<file path="config.mk">
export PLATFORM = sky130hd
export DESIGN_NAME = rc_pulse_stick_calibrate_flat
export DESIGN_NICKNAME = d
export VERILOG_FILES = /design/src/design/rcps_pkg.sv /design/src/design/rcps_if.sv /design/src/design/rcps_smooth.sv /design/src/design/rc_pulse_stick_calibrate.sv /design/src/flat_wrapper.sv
export SDC_FILE = /design/constraint.sdc
export NUM_CORES = 2
export LEC_CHECK = 0
export BUFFER_PORTS_ARGS = -buffer_cell sky130_fd_sc_hd__clkbuf_2
export CAP_MARGIN = 20
export CORE_MARGIN = 4
export CORE_UTILIZATION = 58
export CTS_BUF_LIST = sky130_fd_sc_hd__clkbuf_16
export CTS_CLUSTER_DIAMETER = 100
export DETAILED_ROUTE_END_ITERATION = 10
export GPL_TIMING_DRIVEN = 0
export PLACE_DENSITY = 0.78
export SLEW_MARGIN = 20
export SYNTH_ARGS = -nofsm -noshare
export SYNTH_HDL_FRONTEND = slang
export SYNTH_HIERARCHICAL = 1
export SYNTH_SLANG_ARGS = --single-unit
export TNS_END_PERCENT = 20
</file>
<file path="constraint.sdc">
create_clock -name clk_i -period 10.7 [get_ports clk_i]
set_clock_uncertainty 0.1 [all_clocks]
set_input_delay 0.535 -clock clk_i [delete_from_list [all_inputs] [get_ports clk_i]]
set_output_delay 0.535 -clock clk_i [all_outputs]
set_load 0.01 [all_outputs]
</file>
<file path="src/design/rcps_pkg.sv">
// Shared types and constants for the RC pulse stick calibrator.
`timescale 1ns / 1ps

package rcps_pkg;

  localparam int CHANNELS = 8;
  localparam int CH_W     = (CHANNELS > 1) ? $clog2(CHANNELS) : 1;

  // fixed field widths
  localparam int WIDTH_W  = 16;
  localparam int GAIN_W   = 32;
  localparam int LIMIT_W  = 15;
  localparam int POS_W    = 16;
  localparam int DIFF_W   = WIDTH_W + 1;
  localparam int PROD_W   = DIFF_W + GAIN_W;
  localparam int Q_SHIFT  = 16;
  localparam int ROUND_HALF = 32768;
  localparam int VAL_W    = PROD_W + 1 - Q_SHIFT;

  // smoothing filter
  localparam int SMOOTH_W      = 7;
  localparam int SMOOTH_KEEP   = 7;
  localparam int SMOOTH_DIV_SH = 3;
  localparam int SMOOTH_BAND   = 5;
  localparam int SMOOTH_PRESET = SMOOTH_BAND * 8;

  localparam logic [LIMIT_W-1:0] LIMIT_RESET = LIMIT_W'(1000);

  typedef enum logic {
    OP_CONVERT = 1'b0,
    OP_LOAD    = 1'b1
  } op_e;

  typedef enum logic [1:0] {
    CFG_CENTER    = 2'd0,
    CFG_DEVIATION = 2'd1,
    CFG_LIMIT     = 2'd2
  } cfg_idx_e;

  typedef struct packed {
    op_e                      operation;
    logic [2:0]               channel;
    logic [WIDTH_W-1:0]       raw_width;
    logic                     pulse_missing;
    logic [WIDTH_W-1:0]       cal_zero;
    logic signed [GAIN_W-1:0] cal_pos_gain;
    logic signed [GAIN_W-1:0] cal_neg_gain;
  } req_t;

  typedef struct packed {
    logic signed [POS_W-1:0] position;
    logic                    in_window;
  } res_t;

  typedef struct packed {
    logic [1:0]         reg_index;
    logic [WIDTH_W-1:0] wdata;
  } cfg_t;

  // stage-2 request into the smoothing filter
  typedef struct packed {
    logic                    en;
    logic [CH_W-1:0]         ch;
    logic signed [VAL_W-1:0] value;
  } smooth_req_t;

endpackage

</file>
<file path="src/design/rcps_if.sv">
// Valid/ready channel interfaces for requests, results and configuration.
`timescale 1ns / 1ps

interface rcps_req_if;
  logic          valid;
  logic          ready;
  rcps_pkg::req_t data;
  modport source (output valid, output data, input ready);
  modport sink   (input valid, input data, output ready);
endinterface

interface rcps_res_if;
  logic          valid;
  logic          ready;
  rcps_pkg::res_t data;
  modport source (output valid, output data, input ready);
  modport sink   (input valid, input data, output ready);
endinterface

interface rcps_cfg_if;
  logic          valid;
  logic          ready;
  rcps_pkg::cfg_t data;
  modport source (output valid, output data, input ready);
  modport sink   (input valid, input data, output ready);
endinterface

</file>
<file path="src/design/rcps_smooth.sv">
// Per-channel 7/8 smoothing filter and output saturation.
`timescale 1ns / 1ps

module rcps_smooth (
  input  logic                                    clk_i,
  input  logic                                    rst_ni,
  input  rcps_pkg::smooth_req_t                   req_i,
  input  logic [rcps_pkg::LIMIT_W-1:0]            limit_i,
  output logic signed [rcps_pkg::POS_W-1:0]       position_o
);

  localparam int MW = rcps_pkg::SMOOTH_W + 3;
  localparam int VW = rcps_pkg::VAL_W;

  logic signed [rcps_pkg::SMOOTH_W-1:0] acc_q [rcps_pkg::CHANNELS];

  logic signed [rcps_pkg::SMOOTH_W-1:0] acc_old;
  logic signed [MW-1:0]                 acc_x7;
  logic signed [MW-1:0]                 acc_kept;
  logic signed [MW-1:0]                 acc_new;
  logic signed [MW-1:0]                 acc_div;
  logic signed [rcps_pkg::SMOOTH_W-1:0] acc_d;
  logic                                 in_band;
  logic signed [VW-1:0]                 filt;
  logic signed [VW-1:0]                 lim_pos;
  logic signed [VW-1:0]                 lim_neg;
  logic signed [VW-1:0]                 sat;

  // divide by 8 truncating toward zero
  function automatic logic signed [MW-1:0] trunc_div8(input logic signed [MW-1:0] x);
    logic signed [MW-1:0] b;
    b = x[MW-1] ? x + MW'(7) : x;
    return b >>> rcps_pkg::SMOOTH_DIV_SH;
  endfunction

  assign acc_old  = acc_q[req_i.ch];
  assign acc_x7   = MW'(acc_old) * MW'(rcps_pkg::SMOOTH_KEEP);
  assign acc_kept = trunc_div8(acc_x7);
  assign in_band  = (req_i.value >= -VW'(rcps_pkg::SMOOTH_BAND)) &&
                    (req_i.value <=  VW'(rcps_pkg::SMOOTH_BAND));
  assign acc_new  = acc_kept + MW'(req_i.value[MW-1:0]);
  assign acc_div  = trunc_div8(acc_new);

  always_comb begin
    if (in_band) begin
      acc_d = acc_new[rcps_pkg::SMOOTH_W-1:0];
      filt  = VW'(acc_div);
    end else begin
      acc_d = req_i.value[VW-1] ? -rcps_pkg::SMOOTH_W'(rcps_pkg::SMOOTH_PRESET)
                                :  rcps_pkg::SMOOTH_W'(rcps_pkg::SMOOTH_PRESET);
      filt  = req_i.value;
    end
  end

  assign lim_pos = VW'($signed({1'b0, limit_i}));
  assign lim_neg = -lim_pos;

  always_comb begin
    if (filt < lim_neg) begin
      sat = lim_neg;
    end else if (filt > lim_pos) begin
      sat = lim_pos;
    end else begin
      sat = filt;
    end
  end

  assign position_o = sat[rcps_pkg::POS_W-1:0];

  always_ff @(posedge clk_i or negedge rst_ni) begin
    if (!rst_ni) begin
      for (int i = 0; i < rcps_pkg::CHANNELS; i++) begin
        acc_q[i] <= '0;
      end
    end else if (req_i.en) begin
      acc_q[req_i.ch] <= acc_d;
    end
  end

endmodule

</file>
<file path="src/design/rc_pulse_stick_calibrate.sv">
// Top level of the RC pulse stick calibrator.
`timescale 1ns / 1ps

// Converts RC channel pulse widths to stick positions. A request with
// operation load stores the zero width and the two Q16 gains of a channel;
// load a channel before converting on it. A convert request yields exactly
// one result: position 0 / in_window 0 when the pulse is flagged missing or
// lies outside center +/- (deviation + deviation/8), otherwise the width
// minus the channel zero, times the positive or negative gain, rounded and
// shifted down 16, smoothed per channel when within +/-5, and saturated to
// +/- stick_limit. Loads yield no result. Throughput is one request per
// cycle while no stage is stalled; a convert passes three registers: an
// input register, a register after the gain multiplier, and the result
// register fed by rounding, the filter and saturation. The filter state is
// read and written in the last stage, so back-to-back samples on one channel
// chain correctly. The result register frees the input side while a result
// waits; the stages stall only when full. Configuration must be written
// through the cfg port while no request is in flight; the block itself does
// not enforce this. The cfg port is always ready.
module rc_pulse_stick_calibrate (
  input  logic       clk_i,
  input  logic       rst_ni,
  rcps_req_if.sink   req_i,
  rcps_res_if.source res_o,
  rcps_cfg_if.sink   cfg_i
);

  localparam int WW = rcps_pkg::WIDTH_W;
  localparam int BW = WW + 3;

  // configuration
  logic [WW-1:0]                    center_q;
  logic [WW-1:0]                    deviation_q;
  logic [rcps_pkg::LIMIT_W-1:0]     limit_q;

  // calibration tables, no reset
  logic [WW-1:0]                    zero_q     [rcps_pkg::CHANNELS];
  logic signed [rcps_pkg::GAIN_W-1:0] pos_gain_q [rcps_pkg::CHANNELS];
  logic signed [rcps_pkg::GAIN_W-1:0] neg_gain_q [rcps_pkg::CHANNELS];

  // stage 1: input register
  logic                             s1_valid_q;
  rcps_pkg::req_t                   s1_q;

  // stage 2: product register
  logic                             s2_valid_q;
  logic                             s2_ok_q;
  logic [rcps_pkg::CH_W-1:0]        s2_ch_q;
  logic signed [rcps_pkg::PROD_W-1:0] s2_prod_q;

  // result register
  logic                             out_valid_q;
  rcps_pkg::res_t                   out_q;

  logic                             out_free;
  logic                             s2_move;
  logic                             s2_free;
  logic                             s1_is_load;
  logic                             s1_retire;
  logic                             s1_conv_move;

  logic [rcps_pkg::CH_W-1:0]        s1_idx;
  logic                             s1_ch_ok;
  logic [WW:0]                      dev_ext;
  logic signed [BW-1:0]             win_lo;
  logic signed [BW-1:0]             win_hi;
  logic signed [BW-1:0]             raw_ext;
  logic                             s1_in_win;
  logic signed [rcps_pkg::DIFF_W-1:0] diff;
  logic signed [rcps_pkg::GAIN_W-1:0] gain;
  logic signed [rcps_pkg::PROD_W-1:0] prod;

  logic signed [rcps_pkg::PROD_W:0] rounded;
  rcps_pkg::smooth_req_t            sm_req;
  logic signed [rcps_pkg::POS_W-1:0] sm_pos;

  // flow control
  assign out_free     = !out_valid_q || res_o.ready;
  assign s2_move      = s2_valid_q && out_free;
  assign s2_free      = !s2_valid_q || out_free;
  assign s1_is_load   = (s1_q.operation == rcps_pkg::OP_LOAD);
  assign s1_retire    = s1_valid_q && (s1_is_load || s2_free);
  assign s1_conv_move = s1_retire && !s1_is_load;
  assign req_i.ready  = !s1_valid_q || s1_retire;
  assign cfg_i.ready  = 1'b1;

  // configuration writes
  always_ff @(posedge clk_i or negedge rst_ni) begin
    if (!rst_ni) begin
      center_q    <= '0;
      deviation_q <= '0;
      limit_q     <= rcps_pkg::LIMIT_RESET;
    end else if (cfg_i.valid) begin
      unique case (cfg_i.data.reg_index)
        rcps_pkg::CFG_CENTER:    center_q    <= cfg_i.data.wdata;
        rcps_pkg::CFG_DEVIATION: deviation_q <= cfg_i.data.wdata;
        rcps_pkg::CFG_LIMIT:     limit_q     <= cfg_i.data.wdata[rcps_pkg::LIMIT_W-1:0];
        default: ;
      endcase
    end
  end

  // stage 1: window check, zero subtract, gain multiply
  assign s1_idx   = s1_q.channel[rcps_pkg::CH_W-1:0];
  assign s1_ch_ok = (32'(s1_q.channel) < rcps_pkg::CHANNELS);

  assign dev_ext = {1'b0, deviation_q} + (WW+1)'(deviation_q >> 3);
  assign win_lo  = $signed(BW'(center_q)) - $signed(BW'(dev_ext));
  assign win_hi  = $signed(BW'(center_q)) + $signed(BW'(dev_ext));
  assign raw_ext = $signed(BW'(s1_q.raw_width));

  assign s1_in_win = s1_ch_ok && !s1_q.pulse_missing &&
                     (raw_ext >= win_lo) && (raw_ext <= win_hi);

  assign diff = $signed({1'b0, s1_q.raw_width}) - $signed({1'b0, zero_q[s1_idx]});
  assign gain = diff[rcps_pkg::DIFF_W-1] ? neg_gain_q[s1_idx] : pos_gain_q[s1_idx];
  assign prod = rcps_pkg::PROD_W'(diff) * rcps_pkg::PROD_W'(gain);

  always_ff @(posedge clk_i) begin
    if (s1_retire && s1_is_load && s1_ch_ok) begin
      zero_q[s1_idx]     <= s1_q.cal_zero;
      pos_gain_q[s1_idx] <= s1_q.cal_pos_gain;
      neg_gain_q[s1_idx] <= s1_q.cal_neg_gain;
    end
  end

  always_ff @(posedge clk_i) begin
    if (req_i.valid && req_i.ready) begin
      s1_q <= req_i.data;
    end
    if (s1_conv_move) begin
      s2_ok_q   <= s1_in_win;
      s2_ch_q   <= s1_idx;
      s2_prod_q <= prod;
    end
    if (s2_move) begin
      out_q.position  <= s2_ok_q ? sm_pos : '0;
      out_q.in_window <= s2_ok_q;
    end
  end

  always_ff @(posedge clk_i or negedge rst_ni) begin
    if (!rst_ni) begin
      s1_valid_q  <= 1'b0;
      s2_valid_q  <= 1'b0;
      out_valid_q <= 1'b0;
    end else begin
      if (req_i.ready) begin
        s1_valid_q <= req_i.valid;
      end
      if (s1_conv_move) begin
        s2_valid_q <= 1'b1;
      end else if (s2_move) begin
        s2_valid_q <= 1'b0;
      end
      if (s2_move) begin
        out_valid_q <= 1'b1;
      end else if (res_o.ready) begin
        out_valid_q <= 1'b0;
      end
    end
  end

  // stage 2: round to nearest (floor of p + 1/2), filter, saturate
  assign rounded = (rcps_pkg::PROD_W+1)'(s2_prod_q) +
                   (rcps_pkg::PROD_W+1)'(rcps_pkg::ROUND_HALF);

  assign sm_req.en    = s2_move && s2_ok_q;
  assign sm_req.ch    = s2_ch_q;
  assign sm_req.value = rounded[rcps_pkg::PROD_W:rcps_pkg::Q_SHIFT];

  rcps_smooth u_smooth (
    .clk_i      (clk_i),
    .rst_ni     (rst_ni),
    .req_i      (sm_req),
    .limit_i    (limit_q),
    .position_o (sm_pos)
  );

  assign res_o.valid = out_valid_q;
  assign res_o.data  = out_q;

  // a rejected sample always reports position zero
  a_reject_zero: assert property (@(posedge clk_i) disable iff (!rst_ni)
    (out_valid_q && !out_q.in_window) |-> (out_q.position == '0))
    else $error("rejected sample with nonzero position");

  // position never exceeds the stick limit
  a_saturated: assert property (@(posedge clk_i) disable iff (!rst_ni)
    out_valid_q |->
      (($signed(17'(out_q.position)) <=  $signed({2'b0, limit_q})) &&
       ($signed(17'(out_q.position)) >= -$signed({2'b0, limit_q}))))
    else $error("position beyond stick limit");

  // input side only stalls when stage 1 holds a convert, stage 2 is full and the result register cannot take it
  a_ready_free: assert property (@(posedge clk_i) disable iff (!rst_ni)
    !req_i.ready |-> (s1_valid_q && !s1_is_load && s2_valid_q && !out_free))
    else $error("input stalled with room in the pipeline");

  // a stalled product stays in stage 2
  a_s2_hold: assert property (@(posedge clk_i) disable iff (!rst_ni)
    (s2_valid_q && !out_free) |=> (s2_valid_q && $stable(s2_prod_q)))
    else $error("stage 2 product lost under stall");

endmodule

</file>
<file path="src/flat_wrapper.sv">
// flat-port wrapper written by rule: the top's interface ports become plain ports
module rc_pulse_stick_calibrate_flat 
  (clk_i, rst_ni, req_i_valid, req_i_data, req_i_ready, res_o_valid, res_o_data, res_o_ready, cfg_i_valid, cfg_i_data, cfg_i_ready);
  rcps_req_if req_i_i ();
  rcps_res_if res_o_i ();
  rcps_cfg_if cfg_i_i ();
  input  logic clk_i;
  input  logic rst_ni;
  input wire logic [$bits(req_i_i.valid)-1:0] req_i_valid;
  input wire logic [$bits(req_i_i.data)-1:0] req_i_data;
  output wire logic [$bits(req_i_i.ready)-1:0] req_i_ready;
  output wire logic [$bits(res_o_i.valid)-1:0] res_o_valid;
  output wire logic [$bits(res_o_i.data)-1:0] res_o_data;
  input wire logic [$bits(res_o_i.ready)-1:0] res_o_ready;
  input wire logic [$bits(cfg_i_i.valid)-1:0] cfg_i_valid;
  input wire logic [$bits(cfg_i_i.data)-1:0] cfg_i_data;
  output wire logic [$bits(cfg_i_i.ready)-1:0] cfg_i_ready;
  assign req_i_i.valid = req_i_valid;
  assign req_i_i.data = req_i_data;
  assign req_i_ready = req_i_i.ready;
  assign res_o_valid = res_o_i.valid;
  assign res_o_data = res_o_i.data;
  assign res_o_i.ready = res_o_ready;
  assign cfg_i_i.valid = cfg_i_valid;
  assign cfg_i_i.data = cfg_i_data;
  assign cfg_i_ready = cfg_i_i.ready;
  rc_pulse_stick_calibrate u_core (.clk_i(clk_i), .rst_ni(rst_ni), .req_i(req_i_i), .res_o(res_o_i), .cfg_i(cfg_i_i));
endmodule
</file>
=== Word level (Yosys, flattened, before mapping) ===
Memory sizes are Yosys's and may differ from the RTL's. A register that Yosys moved wholly into a read port is not among the register bits.
Index checks and enable logic that the tools add are counted.

* Memories: 3
* Logic and storage cells: 99
* Bits in registers: 277
* Bits in writable memories: 640
* Output and inout port bits: 20
* Input bits: 124

* Bitwise logic cells: 1
* Magnitude comparators: 8
* Reductions and logical operators: 25
* Equal/unequal tests: 2
* Add/subtract/negate cells: 9
* Multiply operators: 2
* Multiplexer cells: 23

{| class="wikitable"
|+ Memory list
! name !! words !! bits a word !! rd ports !! clocked after memory_dff !! write ports !! RTL line !! source
|-
| u_core.neg_gain_q || 8 || 32 || 1 || 1 || 1 || rc_pulse_stick_calibrate.sv:39 || <nowiki>logic signed [rcps_pkg::GAIN_W-1:0] neg_gain_q [rcps_pkg::CHANNELS];</nowiki>
|-
| u_core.pos_gain_q || 8 || 32 || 1 || 1 || 1 || rc_pulse_stick_calibrate.sv:38 || <nowiki>logic signed [rcps_pkg::GAIN_W-1:0] pos_gain_q [rcps_pkg::CHANNELS];</nowiki>
|-
| u_core.zero_q || 8 || 16 || 1 || 1 || 1 || rc_pulse_stick_calibrate.sv:37 || <nowiki>logic [WW-1:0] zero_q [rcps_pkg::CHANNELS];</nowiki>
|}

{| class="wikitable"
|+ Operator list
! cell !! count
|-
| bitwise mux 56 bit || 1
|-
| adder 49 x 17 -> 50 bit (second input constant) || 1
|-
| multiplier 17 x 32 -> 49 bit || 1
|-
| 2-to-1 mux 7 bit || 5
|-
| greater-or-equal comparator 34 x 4 -> 1 bit (second input constant) || 1
|-
| > comparator 34 x 16 -> 1 bit || 1
|-
| less-or-equal comparator 34 x 4 -> 1 bit (second input constant) || 1
|-
| < comparator 34 bit || 1
|-
| 2-to-1 mux 34 bit || 1
|-
| negation 15 -> 34 bit || 1
|-
| 2-to-1 mux 16 bit || 2
|-
| 2-to-1 mux 32 bit || 1
|-
| binary-select mux 7 bit (select 3 bit) || 1
|-
| demux 7 bit (select 3 bit) || 1
|-
| adder 10 x 4 -> 10 bit (second input constant) || 2
|-
| 2-to-1 mux 10 bit || 2
|-
| greater-or-equal comparator 17 x 19 -> 1 bit || 1
|-
| less-or-equal comparator 17 x 19 -> 1 bit || 1
|-
| adder 16 x 17 -> 18 bit || 1
|-
| subtractor 16 x 17 -> 18 bit || 1
|-
| adder 16 x 13 -> 17 bit || 1
|-
| subtractor 16 x 16 -> 17 bit || 1
|-
| adder 10 bit || 1
|-
| logical AND 1 bit || 10
|-
| 13 further kinds || 30
|}

=== Logic depth before layout (Yosys ltp) ===
* Depth in word-level cells: 14
* Mapped depth: 51
* Depth with buffers taken out: 44

=== Hierarchy ===
Netlist, hierarchy kept.

{| class="wikitable"
|+ Modules (own cells, without submodules)
! module !! cells an instance !! times used !! area an instance (µm²) !! sequential area each (µm²)
|-
| rc_pulse_stick_calibrate || 3973 || 1 || 53553.9 || 25221.7
|-
| rcps_smooth || 793 || 1 || 6093.3 || 1401.3
|}

=== Least setup slack after synthesis ===
Ideal clock, no wire load.

* Path type: flip-flop to flip-flop
* Start: register with a tool-made name
* End: register u_core/s2_prod_q[46] in the netlist's numbering, data pin
* Arrival time: 10.028 ns
* Buffers on the path: 7
* Data required time: 10.342 ns
* Setup time: 0.258 ns
* Stages on the path, launching flop included: 38
* Path slack: 0.314 ns
* Clock period less this slack: 10.386 ns
* Cell sequence: dfxtp_1 > buf_2 > buf_4 > buf_2 > buf_2 > buf_1 > mux4_2 > mux2i_1 > ha_1 > a211oi_2 > nor3b_1 > or3_4 > o21ai_2 > inv_2 > clkbuf_1 > a211oi_1 > a21o_1 > buf_2 > (+2 left out) > inv_1 > fa_1 > fa_1 > inv_1 > fa_1 > fa_1 > inv_1 > fa_1 > inv_1 > ha_1 > and3_1 > nand4_1 > or4_1 > o211a_1 > a2111oi_4 > o211ai_2 > and2_1 > xnor2_1

{| class="wikitable"
|+ RTL lines
! what !! RTL line !! source
|-
| to (signal assigned) || rc_pulse_stick_calibrate.sv:134 || <nowiki>s2_prod_q <= prod;</nowiki>
|-
| to (decl) || rc_pulse_stick_calibrate.sv:49 || <nowiki>logic signed [rcps_pkg::PROD_W-1:0] s2_prod_q;</nowiki>
|}

==> results.yml <==
clock_tree:
  cts_max_level: 3
  clk_latency_ns: 0.69
  cts_max_path_buffers: 3
  cts_tree: "built"
  cts-root-buf: "clkbuf_16"
  path_clk_slew_ns: 0.07
  cts_buffers: 89
  cts_sinks: 905
setup_path:
  cp_data_arrival_time_ns: 11.03
  worst-path-buf-inv: 11
  crit_path_max_incr_delay_ns: 0.58
  ff2ff_path_depth: 34
  path_max_fanout: 28
  worstSetupEndpointType: "register"
  crit_family: "adder cells"
  path_depth: 34
  cp_data_required_time_ns: 11.08
  cp_slowest_cell: "fa_1"
  path_class: "reg -> reg"
  r2r_setup_slack_ns: 0.04
  crit_top_cell: "fa_1"
  start_kind: "register"
logic_synthesis:
  postSynthAreaPerCell_um2: 12.5
  syn_nets: 5697
  synth_ff_type: "edfxtp_1"
  async_flop_share: 0.117
  ys_types: 99
  synth.cell_area_mm2: 0.0596
  ys_seq_elements: 905
  yosysWarnings: 6
  syn_inst: 4766
  synth-edff-count: 796
  seq_area_frac_synth: 0.446
floorplan:
  core_mm2: 0.102
  dieArea_mm2: 0.108
  fp.dieW_um: 329
  start_util: 0.585
  row_count: 117
  ioPinCount: 144
  die_y_um: 329
timing:
  final_hold_viol_count: 0
  setup_viol: 0
  worst_pin_slew_ns: 1.14
  hold_slack_ns: 0.0480
  fin_crit_ns: 10.66
  timing.fmax_mhz: 93.8
  slew_violations: 0
  slew_headroom: 0.235
  timing.final.crit_share: 0.996
placement:
  hpwl_um: 120000
  portBuffers: 142
  gp_congestion: 1.02
global_route:
  grt_pass1_vias: 42409
  grt-ovfl-total: 0
  grt_pass1_wl_um: 260000
  grt_max_degree: 95
  grtUsageTotal: 0.320
  antenna_found_initial: 1
layout:
  n_fill_cell: 7004
  nets: 6136
  register_area_mm2: 0.0266
  final_util: 0.675
  multi_input_area_mm2: 0.0307
  drive_above_1_share: 0.166
  area_growth_syn_to_layout_pct: 15.2
hold_path:
  worstHoldPathCells: 2
  hold_path.class: "in -> reg"
run_status:
  status: "complete, no violations"
detailed_routing:
  drtPass1Iterations: 6
  routedWlPerCell_um: 25.9
  ant_nets: 0
  drt_iter0_drc: 4816
  detailroute.via_count: 41026
  vias_per_cell: 6.17
  wirelength_um: 172000
  drc_errors: 0
flow_run:
  maxCapViolCount: 0
path summary, 6_finish.rpt:
kind,start,endpoint
setup / recovery,register,u_core/s2_prod_q[47]$_DFFE_PP_
hold / removal,cfg_i_data[14],u_core/center_q[14]$_DFFE_PN0P_
setup reg to reg,register,u_core/s2_prod_q[47]$_DFFE_PP_
hold reg to reg,u_core/u_smooth/acc_q[39]$_DFFE_PN0P_,u_core/u_smooth/acc_q[39]$_DFFE_PN0P_
max in group asynchronous,rst_ni,u_core/limit_q[3]$_DFFE_PN1P_
min in group asynchronous,rst_ni,u_core/u_smooth/acc_q[44]$_DFFE_PN0P_
layout make-up:
class | instances | area share
Multi-Input combinational cell | 3019 | 0.447
Sequential cell | 905 | 0.387
Timing Repair Buffer | 367 | 0.0466
Inverter | 664 | 0.0366
Clock buffer | 90 | 0.0328
Tap cell | 1368 | 0.0249
Buffer | 159 | 0.0152
Clock inverter | 75 | 0.00912
Antenna cell | 3 | 0.000109
cell usage in the layout, fill, tap and decap left out, drive strengths merged, types with 13 or more instances in the layout:
| cell | synthesis | final |
|---|---|---|
| edfxtp | 796 | 796 |
| o21ai | 180 | 180 |
| a31oi | 15 | 15 |
| nand2 | 369 | 369 |
| o21a | 17 | 17 |
| nand3b | 13 | 13 |
| buf | 83 | 190 |
| dlygate4sd3 | 0 | 104 |
| mux2 | 60 | 60 |
| nand3 | 55 | 55 |
| and3 | 26 | 26 |
| and2 | 41 | 41 |
| clkbuf | 95 | 320 |
| a21o | 74 | 74 |
| mux2i | 68 | 68 |
| clkinv | 1 | 45 |
| nand2b | 41 | 41 |
| or3 | 17 | 17 |
| inv | 663 | 686 |
| mux4 | 160 | 160 |
| ha | 276 | 276 |
| nand4 | 35 | 35 |
| a211oi | 36 | 36 |
| xnor2 | 111 | 111 |
| nor3 | 81 | 81 |
| xor2 | 47 | 47 |
| nor2b | 55 | 55 |
| fa | 531 | 531 |
| a21oi | 154 | 154 |
| o21bai | 17 | 17 |
| nor2 | 378 | 378 |
| dfrtp | 100 | 100 |
repair_timing:
action,4_1_cts,5_1_grt
pin swaps,15,34
endpoints found under the hold margin,205,0
setup buffers,16,50
setup endpoints to repair,50,35
hold buffers,104,0
resized for setup,203,121
cloned,2,1
routing by layer:
layer / wire length [µm] / GRT usage
met5: 0 / 0
met4: 9890 / 0.160
met3: 15700 / 0.0590
met2: 83800 / 0.530
met1: 62600 / 0.408
cells in the mapped netlist (10+ instances only):
library cell / n / area, µm²
edfxtp_1: 796 / 23900
inv_1: 660 / 2480
fa_1: 531 / 10600
nor2_1: 377 / 1420
nand2_1: 369 / 1390
ha_1: 276 / 3450
o21ai_0: 162 / 811
mux4_2: 160 / 3600
a21oi_1: 152 / 761
xnor2_1: 111 / 972
dfrtp_1: 100 / 2500
clkbuf_1: 95 / 357
nor3_1: 80 / 400
a21o_1: 74 / 556
mux2i_1: 68 / 681
buf_2: 63 / 315
mux2_2: 57 / 642
nand3_1: 55 / 275
nor2b_1: 55 / 344
xor2_1: 46 / 403
and2_1: 41 / 257
nand2b_1: 41 / 257
nand4_1: 35 / 219
a211oi_1: 32 / 240
and3_1: 26 / 163
o21bai_1: 17 / 128
o21a_1: 16 / 120
or3_1: 15 / 93.8
buf_1: 14 / 52.6
o21ai_1: 14 / 70.1
a31oi_1: 13 / 81.3
nand3b_1: 13 / 97.6
nor4_1: 12 / 75.1
or2_2: 11 / 68.8
a221o_1: 10 / 100
cell families (layout without fill, tap and decap cells):
logic type | count (synthesis) | in the layout | synth area share
XOR/XNOR | 158 | 158 | 0.0233
other | 1 | 4 | 0.0000629
flip-flops | 905 | 905 | 0.446
AND/OR/NAND/NOR | 1162 | 1162 | 0.0893
buffers and inverters | 842 | 1355 | 0.0547
adder cells (fa/ha/maj) | 807 | 807 | 0.236
multiplexers | 288 | 288 | 0.0832
AO/OA/AOI/OAI | 603 | 603 | 0.0669
metrics by stage:
step | area [µm²] | TNS, ns | setup slack (ns) | instances
after floorplan | 59600 | 0 | 0.314 | 4766
after global placement | 62100 | -404.74 | -3.66 | 6276
after detailed placement | 63000 | -122.76 | -3.81 | 6328
after CTS | 67900 | -0.0343 | -0.0343 | 6603
after global routing | 68700 | -0.154 | -0.0402 | 6647
final | 68700 | 0 | 0.0422 | 6650
worst register-to-register path, delay by kind of cell, from the launching register on:
kind / cells / cell delay (ns)
mux: 1 / 0.31
compound gates: 8 / 2.21
fa+ha+maj: 8 / 3.87
simple gates: 6 / 1.54
flops: 1 / 0.41
buf+inv: 11 / 2.04
sequential cells by signal (all words and copies together) (netlist names), named ones only:
register	cells
u_core/s1_is_load	1
u_core/limit_q	15
u_core/s1_idx	3
u_core/u_smooth/acc_q	56
u_core/s1_q	81
u_core/s2_valid_q	1
u_core/s1_valid_q	1
u_core/neg_gain_q	256
u_core/s2_prod_q	34
u_core/s2_ok_q	1
u_core/zero_q	128
u_core/center_q	16
u_core/raw_ext	16
u_core/deviation_q	16
u_core/res_o.valid	1
u_core/pos_gain_q	256
u_core/s2_ch_q	3
u_core/res_o.data	17
Power is left out: the tool's default activity adds up to more than one toggle a clock period on the data nets, which glitch-free logic cannot reach.
